===== config.mk =====
export PLATFORM = sky130hd
export DESIGN_NAME = pwm_prescaler_period_calculator
export DESIGN_NICKNAME = d
export VERILOG_FILES = /design/src/rtl/ppc_pkg.sv /design/src/rtl/pwm_prescaler_period_calculator.sv /design/src/rtl/ppc_div.sv /design/src/rtl/ppc_pick.sv
export SDC_FILE = /design/constraint.sdc
export NUM_CORES = 1
export LEC_CHECK = 0
export BUFFER_PORTS_ARGS = -buffer_cell sky130_fd_sc_hd__buf_2
export CELL_PAD_IN_SITES_DETAIL_PLACEMENT = 2
export CELL_PAD_IN_SITES_GLOBAL_PLACEMENT = 2
export CORE_MARGIN = 5
export CORE_UTILIZATION = 25
export CTS_BUF_LIST = sky130_fd_sc_hd__clkbuf_2
export DETAILED_ROUTE_END_ITERATION = 8
export PLACE_DENSITY = 0.57
export RECOVER_POWER = 25
export SETUP_SLACK_MARGIN = 0.02
export SLEW_MARGIN = 20
export SYNTH_ARGS = -nofsm -noshare
export SYNTH_HDL_FRONTEND = slang
export SYNTH_SLANG_ARGS = --single-unit

===== constraint.sdc =====
create_clock -name clk_i -period 12.49 [get_ports clk_i]
set_input_delay 0.6245 -clock clk_i [delete_from_list [all_inputs] [get_ports clk_i]]
set_output_delay 0.6245 -clock clk_i [all_outputs]
set_load 0.03 [all_outputs]

===== src/rtl/ppc_pkg.sv =====
`timescale 1ns / 1ps
package ppc_pkg;

  localparam int unsigned CLOCK_HZ  = 24000000;
  localparam int unsigned FREQ_W    = 24;
  localparam int unsigned DUTY_W    = 8;
  localparam int unsigned PCT_W     = 7;
  localparam int unsigned SEL_W     = 3;
  localparam int unsigned PER_W     = 16;
  localparam int unsigned NUM_DIV   = 8;
  localparam int unsigned FULL_DUTY = 100;
  localparam int unsigned MAX_COUNT = 65536;
  localparam logic [SEL_W-1:0] SEL_SLOW = 3'd7;

  // product of period and saturated duty
  localparam int unsigned PROD_W = PER_W + PCT_W;
  localparam int unsigned CLK_W  = $clog2(CLOCK_HZ + 1);
  // dividend width of the divider, clock over frequency
  localparam int unsigned DIV_W  = CLK_W;
  localparam int unsigned CNT_W  = $clog2(DIV_W + 1);

  // x / 100 as (x * ceil(2^30 / 100)) >> 30, exact for every x below 2^23
  localparam int unsigned RECIP_W     = 24;
  localparam int unsigned RECIP_SHIFT = 30;
  localparam logic [RECIP_W-1:0] RECIP_DUTY = 24'd10737419;
  localparam int unsigned SCALE_W     = PROD_W + RECIP_W;

  // prescaler dividers are powers of two: 1,2,4,8,16,64,256,1024
  localparam int unsigned SHIFT_W = 4;
  localparam logic [SHIFT_W-1:0] DIV_SHIFT [NUM_DIV] = '{
    4'd0, 4'd1, 4'd2, 4'd3, 4'd4, 4'd6, 4'd8, 4'd10
  };

  typedef struct packed {
    logic [FREQ_W-1:0] freq_hz;
    logic [DUTY_W-1:0] duty_pct;
  } in_item_t;

  typedef struct packed {
    logic [SEL_W-1:0] prescale_sel;
    logic [PER_W-1:0] period_reg;
    logic [PER_W-1:0] compare_value;
    logic             out_of_range;
  } out_item_t;

  typedef struct packed {
    logic              start;
    logic [DIV_W-1:0]  dividend;
    logic [FREQ_W-1:0] divisor;
  } div_req_t;

  typedef struct packed {
    logic [SEL_W-1:0] sel;
    logic [PER_W-1:0] period;
    logic             flag;
  } pick_t;

endpackage


===== src/rtl/pwm_prescaler_period_calculator.sv =====
`timescale 1ns / 1ps
// one restoring divider gives floor(clock/freq), one quotient bit per cycle;
// the duty scaling divides by 100 through a reciprocal multiply (S_MUL, S_SCALE)
// one item in flight: the next item is taken the cycle after the result loads,
// and the block stays busy while a finished result waits on out_stall_i
// reset (asynchronous, active low) returns the sequencer to idle and drops out_valid_o
module pwm_prescaler_period_calculator
  import ppc_pkg::*;
(
  input  logic      clk_i,
  input  logic      rst_ni,
  input  logic      in_valid_i,
  output logic      in_stall_o,
  input  in_item_t  in_item_i,
  output logic      out_valid_o,
  input  logic      out_stall_i,
  output out_item_t out_item_o
);

  typedef enum logic [2:0] {
    S_IDLE,
    S_DIV1,
    S_MUL,
    S_SCALE,
    S_EMIT
  } state_e;

  state_e            state_q, state_d;
  logic [PCT_W-1:0]  duty_q, duty_d;
  pick_t             pick_q, pick_d;
  logic [PROD_W-1:0] prod_q, prod_d;
  logic [PER_W-1:0]  comp_q, comp_d;
  div_req_t          req_q, req_d;
  logic              out_valid_q, out_valid_d;
  out_item_t         out_item_q, out_item_d;
  logic              div_done;
  logic [DIV_W-1:0]  div_quo;
  pick_t             pick_w;
  logic [SCALE_W-1:0] scaled;
  logic              accept;

  ppc_div u_div (
    .clk_i      (clk_i),
    .rst_ni     (rst_ni),
    .req_i      (req_q),
    .done_o     (div_done),
    .quotient_o (div_quo)
  );

  ppc_pick u_pick (
    .count_i (div_quo),
    .pick_o  (pick_w)
  );

  assign in_stall_o = (state_q != S_IDLE);
  assign accept     = in_valid_i && !in_stall_o;

  // compare value is the top bits of product times reciprocal of 100
  assign scaled = SCALE_W'(prod_q) * SCALE_W'(RECIP_DUTY);

  always_comb begin
    state_d     = state_q;
    duty_d      = duty_q;
    pick_d      = pick_q;
    prod_d      = prod_q;
    comp_d      = comp_q;
    req_d       = req_q;
    req_d.start = 1'b0;
    out_valid_d = out_valid_q;
    out_item_d  = out_item_q;

    if (out_valid_q && !out_stall_i) begin
      out_valid_d = 1'b0;
    end

    case (state_q)
      S_IDLE: begin
        if (accept) begin
          duty_d = (in_item_i.duty_pct > DUTY_W'(FULL_DUTY)) ? PCT_W'(FULL_DUTY)
                                                              : in_item_i.duty_pct[PCT_W-1:0];
          req_d.start    = 1'b1;
          req_d.dividend = DIV_W'(CLOCK_HZ);
          // zero frequency counts as 1 Hz
          req_d.divisor  = (in_item_i.freq_hz == '0) ? FREQ_W'(1) : in_item_i.freq_hz;
          state_d        = S_DIV1;
        end
      end
      S_DIV1: begin
        if (div_done) begin
          pick_d  = pick_w;
          state_d = S_MUL;
        end
      end
      S_MUL: begin
        prod_d  = PROD_W'(pick_q.period) * PROD_W'(duty_q);
        state_d = S_SCALE;
      end
      S_SCALE: begin
        comp_d  = scaled[RECIP_SHIFT +: PER_W];
        state_d = S_EMIT;
      end
      S_EMIT: begin
        // output register free or being emptied this cycle
        if (!out_valid_q || !out_stall_i) begin
          out_valid_d                = 1'b1;
          out_item_d.prescale_sel    = pick_q.sel;
          out_item_d.period_reg      = pick_q.period;
          out_item_d.compare_value   = comp_q;
          out_item_d.out_of_range    = pick_q.flag;
          state_d                    = S_IDLE;
        end
      end
      default: begin
        state_d = S_IDLE;
      end
    endcase
  end

  always_ff @(posedge clk_i or negedge rst_ni) begin
    if (!rst_ni) begin
      state_q     <= S_IDLE;
      duty_q      <= '0;
      pick_q      <= '0;
      prod_q      <= '0;
      comp_q      <= '0;
      req_q       <= '0;
      out_valid_q <= 1'b0;
      out_item_q  <= '0;
    end else begin
      state_q     <= state_d;
      duty_q      <= duty_d;
      pick_q      <= pick_d;
      prod_q      <= prod_d;
      comp_q      <= comp_d;
      req_q       <= req_d;
      out_valid_q <= out_valid_d;
      out_item_q  <= out_item_d;
    end
  end

  assign out_valid_o = out_valid_q;
  assign out_item_o  = out_item_q;

  a_busy_after_accept: assert property (@(posedge clk_i) disable iff (!rst_ni)
    accept |=> in_stall_o)
    else $error("block took an item but did not go busy");

  a_clamp_form: assert property (@(posedge clk_i) disable iff (!rst_ni)
    (out_valid_o && out_item_o.out_of_range) |->
      (out_item_o.prescale_sel == SEL_SLOW && out_item_o.period_reg == '1))
    else $error("out of range result is not the slowest clamped setting");

  a_compare_bound: assert property (@(posedge clk_i) disable iff (!rst_ni)
    out_valid_o |-> (out_item_o.compare_value <= out_item_o.period_reg))
    else $error("compare value above period");

  a_done_in_div: assert property (@(posedge clk_i) disable iff (!rst_ni)
    div_done |-> (state_q == S_DIV1))
    else $error("divider finished outside the divide step");

endmodule


===== src/rtl/ppc_div.sv =====
`timescale 1ns / 1ps
module ppc_div
  import ppc_pkg::*;
(
  input  logic             clk_i,
  input  logic             rst_ni,
  input  div_req_t         req_i,
  output logic             done_o,
  output logic [DIV_W-1:0] quotient_o
);

  logic [CNT_W-1:0]  cnt_q, cnt_d;
  logic [FREQ_W-1:0] rem_q, rem_d;
  logic [DIV_W-1:0]  quo_q, quo_d;
  logic [FREQ_W-1:0] dvs_q, dvs_d;
  logic              done_q, done_d;
  logic [FREQ_W:0]   rem_sh;
  logic [FREQ_W:0]   rem_sub;
  logic              ge;

  // restoring division, one quotient bit per cycle
  assign rem_sh  = {rem_q, quo_q[DIV_W-1]};
  assign ge      = rem_sh >= {1'b0, dvs_q};
  assign rem_sub = rem_sh - {1'b0, dvs_q};

  always_comb begin
    cnt_d  = cnt_q;
    rem_d  = rem_q;
    quo_d  = quo_q;
    dvs_d  = dvs_q;
    done_d = 1'b0;
    if (req_i.start) begin
      cnt_d = CNT_W'(DIV_W);
      rem_d = '0;
      quo_d = req_i.dividend;
      dvs_d = req_i.divisor;
    end else if (cnt_q != '0) begin
      cnt_d  = cnt_q - 1'b1;
      rem_d  = ge ? rem_sub[FREQ_W-1:0] : rem_sh[FREQ_W-1:0];
      quo_d  = {quo_q[DIV_W-2:0], ge};
      done_d = (cnt_q == CNT_W'(1));
    end
  end

  always_ff @(posedge clk_i or negedge rst_ni) begin
    if (!rst_ni) begin
      cnt_q  <= '0;
      rem_q  <= '0;
      quo_q  <= '0;
      dvs_q  <= '0;
      done_q <= 1'b0;
    end else begin
      cnt_q  <= cnt_d;
      rem_q  <= rem_d;
      quo_q  <= quo_d;
      dvs_q  <= dvs_d;
      done_q <= done_d;
    end
  end

  assign done_o     = done_q;
  assign quotient_o = quo_q;

endmodule


===== src/rtl/ppc_pick.sv =====
`timescale 1ns / 1ps
module ppc_pick
  import ppc_pkg::*;
(
  input  logic [DIV_W-1:0] count_i,
  output pick_t            pick_o
);

  logic [DIV_W-1:0]   cnt_s [NUM_DIV];
  logic [NUM_DIV-1:0] fit;

  // count for divider i is the base count shifted down, floors nest exactly
  always_comb begin
    for (int i = 0; i < NUM_DIV; i++) begin
      cnt_s[i] = count_i >> DIV_SHIFT[i];
      fit[i]   = (cnt_s[i] != '0) && (cnt_s[i] <= DIV_W'(MAX_COUNT));
    end
  end

  always_comb begin
    pick_o.sel    = SEL_SLOW;
    pick_o.period = '1;
    pick_o.flag   = 1'b1;
    for (int i = NUM_DIV - 1; i >= 0; i--) begin
      if (fit[i]) begin
        pick_o.sel    = SEL_W'(i);
        pick_o.period = PER_W'(cnt_s[i] - 1'b1);
        pick_o.flag   = 1'b0;
      end
    end
  end

endmodule

==> summary by stage <==
Timing
The summed negative setup slack over all endpoints is 0 ns. The total setup violations reported at the end of the flow is 0. The final period utilization is roughly 57%. The number of pins exceeding their max-slew limit in the final report is about 190. At the pin with the least slew margin, the transition time is around 5.9 ns. Hold timing on the final database bottoms out at a slack of 0.3489 ns. Setup repair after global routing left no endpoint under its margin. Timing would allow up to roughly 140 MHz. The worst path in the final design needs a cycle of between 7 and 8 ns, including I/O delays and setup. The maximum clock skew at final layout is 0.06925 ns. The number of hold violations in the final report is 0.

Measured against its own limit, the worst slew margin works out to -292.2%.

Power
In this run, the clock network consumes approximately 7.2% of the power. Total power for the finished layout comes to ~0.008 W. Net switching is 55.41% of the power.

For this design the static power due to leakage is between 10 and 15 nW. IR analysis of the VDD net gives a maximum drop of around 0.14 mV. Per report_power, the combinational group accounts for between 70% and 80% of the total. The power density relative to cell area is roughly 280 mW/mm². In this run the power spent charging and discharging nets is 0.004323 W. Sequential cells account for a little under a fifth of the total power.

The internal power of the cells totals 0.003478 W.

Worst setup path
The kind of critical path is flop to flop. The stage delay of the slowest cell on the critical path is a little over 0.6 ns. The most prevalent standard cell on the critical path is sky130_fd_sc_hd__fa_1. STA classifies the critical path startpoint as a flop. The number of buffer and inverter instances along the worst setup path is 4. Traced cell by cell, the critical path runs through fa_1 -> fa_1 -> inv_1 -> fa_1 -> inv_1 -> fa_1 -> fa_1 -> fa_1 -> inv_1 -> fa_1 -> inv_1 -> ha_1 -> nand3_1 -> or3_1 -> o2111ai_1 -> nand4_1 -> nand2_1 -> a311oi_1 -> or4b_1 -> nand3_1. The arrival time reported for the critical path endpoint is about 8.1 ns. The kind of cell adding the most delay to the critical path is adder cells. STA classifies the critical path endpoint as a flop. Along the worst path, the maximum fanout reaches 9. For this design, the slowest cell found on the critical path is sky130_fd_sc_hd__dfrtp_1. The data required time at the worst endpoint is ~13 ns.

Die
The floorplan has 116 rows. The die is around 330 µm wide. Once the floorplan was initialized, standard cells occupied between 20 and 30% of the core. The die is between 300 and 400 µm tall. The die covers between 0.1 and 0.15 mm². between 70 and 80 I/O pins were placed. The placeable core region is roughly 0.10 mm².

CTS
The number of gates given a new drive strength after cts is 0. The CTS tree is done. Clock tree synthesis found a total of about 210 sinks. After clock tree synthesis, the flow added hold-fix buffers numbering 41.

The latest clock arrival within the worst-skew pair is just over 1 ns. The root cell of the clock tree is sky130_fd_sc_hd__clkbuf_2. The H-tree depth is 3. Once the clock tree was built, the setup fixing pass inserted 0 buffers. The clock transition at the register clock pins on the worst setup and hold paths after CTS is 0.12 ns. In this run the deepest clock path goes through 3 buffers. The CTS buffer count is between 60 and 70.

Worst hold path
The class of the tightest hold or removal check is primary input to flop.

Drt
After detailed routing, the number of remaining DRC violations is 0. In this run the remaining antenna-violating nets after routing total 0. The total wire length after detailed routing is 87,230 µm.

The violation count after the first detailed-routing iteration is about 700. Detailed routing inserted a total of just over 20k vias. Using the TritonRoute via totals, the vias-per-cell ratio works out to about 4.8. The number of iterations in the first detailed-routing pass is 5. The wire length per cell is 20.61 µm.

Finish
Compared with the post-synthesis result, the final layout area differs by 10.47%. Cells fill ~28% of the core in the end. The final cell count without fillers is roughly 4.2k. In the layout the commonest cells are sky130_fd_sc_hd__inv_1 (432), sky130_fd_sc_hd__nand2_1 (382), sky130_fd_sc_hd__ha_1 (317), sky130_fd_sc_hd__fa_1 (264), sky130_fd_sc_hd__dfrtp_1 (210). The layout cell share with drive strength beyond 1 is a little under a tenth. The total number of nets in the final design is between 3k and 4k. The most frequent standard cell in the layout excluding fill and tap cells is sky130_fd_sc_hd__inv_1.

Yosys
In this run, synthesis inferred 0 flip-flops with an integrated enable. In this run the mean area of a mapped cell was approximately 9.0 µm². The number of nets produced by synthesis is around 3.4k.

Yosys printed 0 warnings. The synthesized netlist cell count is 2,807. The proportion of register bits with asynchronous set or reset after synthesis is 100.0%. The main flop type after synthesis is sky130_fd_sc_hd__dfrtp_1. After synthesis the cells add up to 0.02514 mm².

The share of the yosys chip area belonging to registers is a little over a fifth. The number of distinct standard cells referenced by the synthesized netlist is between 80 and 90. The count of state elements after synthesis is 211.

Global routing
The combined global-route utilization of all metal layers is between 10% and 20%. The total global routing overflow is 0. The first-pass GRT wire length is about 140,000 µm.

The via count of the first global-routing pass is 23.66k. The initial antenna violation count was 5. The largest net degree at the start of global routing is 102.

Placed design
The number of port buffers is 73. The detailed placement HPWL is between 60,000 and 70,000 µm. The post-placement cell count is slightly above 4k. The weighted congestion reported at the end of routability-driven placement is between 0.8 and 0.9.

Status
The final reports fail on max-capacitance violations, max-slew violations. The flow ran to the end, but the final reports show violations.

Job
The number of maximum-capacitance violations is 2.
[worst paths after layout]
check	to	depth (start not counted)	start	slack, ns
hold / removal	req_q[3]	4	in_item_i[11]	0.35
max in group asynchronous	comp_q[7]	4	rst_ni	6.25
setup reg to reg	comp_q[13]	20	prod_q[3]	5.33
min in group asynchronous	u_div.quotient_o[16]	2	rst_ni	2.32
setup / recovery	comp_q[13]	20	prod_q[3]	5.33
hold reg to reg	req_q[33]	1	req_q[33]	0.48
[per-stage QoR]
stage	cell area, µm²	setup slack (ns)
final	27770	5.333
after detailed placement	26780	5.373
after CTS	27780	5.309
after floorplan	25140	6.227
after global placement	26780	5.413
after global routing	27770	4.884
[power by group through the flow]
stage,sequential [W],clock [W],combinational (W)
CTS,0.00144,0.000609,0.00596
global route,0.00148,0.000644,0.00664
global placement,0.00144,0,0.00569
finish,0.00143,0.000565,0.00580
detailed placement,0.00145,0,0.00589
floorplan,0.00112,0,0.00445
[metal layers]
layer	vias up	wire length (µm)	track usage, %
met3	97	2522	2.245
met2	228	43470	28.68
met1	10609	39580	20.90
li1	9436	-	-
met4	2	1646	3.884
met5	-	7	0
[sequential cells by signal (all words and copies together), names as in the netlist, 3 cells and up]
name / count
prod_q: 23
state_q: 3
u_div.rem_q: 24
u_div.cnt_q: 5
pick_q: 20
out_item_o: 36
comp_q: 16
u_div.dvs_q: 24
u_div.quotient_o: 25
req_q: 26
duty_q: 7
[cells in the mapped netlist (26+ instances only)]
cell / count / area share (%)
sky130_fd_sc_hd__xnor2_1: 96 / 3.3
sky130_fd_sc_hd__a31oi_1: 28 / 0.70
sky130_fd_sc_hd__nor2_1: 123 / 1.8
sky130_fd_sc_hd__o21ai_0: 129 / 2.6
sky130_fd_sc_hd__inv_1: 432 / 6.5
sky130_fd_sc_hd__and2_1: 33 / 0.82
sky130_fd_sc_hd__a21o_1: 27 / 0.81
sky130_fd_sc_hd__nor3_1: 45 / 0.90
sky130_fd_sc_hd__o211ai_1: 29 / 0.87
sky130_fd_sc_hd__dfrtp_1: 211 / 21
sky130_fd_sc_hd__ha_1: 317 / 16
sky130_fd_sc_hd__nand2_1: 382 / 5.7
sky130_fd_sc_hd__fa_1: 264 / 21
sky130_fd_sc_hd__mux2_2: 37 / 1.7
sky130_fd_sc_hd__a21oi_1: 118 / 2.3
sky130_fd_sc_hd__a211oi_1: 26 / 0.78
sky130_fd_sc_hd__nand3_1: 49 / 0.98
sky130_fd_sc_hd__clkbuf_1: 90 / 1.3
sky130_fd_sc_hd__xor2_1: 50 / 1.7
[tightest hold or removal path: cells and delay by family]
kind	cells	cell delay [ns]
AND/OR/NAND/NOR	2	0.09
buffers and inverters	2	0.63
[area by class of cell]
class | instances | area, µm²
diodes | 5 | 12.51
well taps | 1298 | 1624
clock buffers | 89 | 445.4
fillers | 11315 | 72230
multi-input cells | 2024 | 17660
repair buffers | 139 | 958.4
flip-flops and latches | 211 | 5281
clock inverters | 27 | 138.9
inverters | 439 | 1648
[kinds of logic (layout without fill, tap and decap cells)]
logic type	count (synthesis)	count (layout)	share of synthesized area, %
other	0	5	0
DFF	211	211	21.01
buffers and inverters	572	694	8.795
xor gates and xnor gates	146	146	5.087
AOI/OAI and AO/OA	489	489	12.41
and+or+nand+nor	765	765	14.00
muxes	43	43	1.896
adders and majority gates	581	581	36.80
No activity file was read; power rests on OpenSTA's default activity.
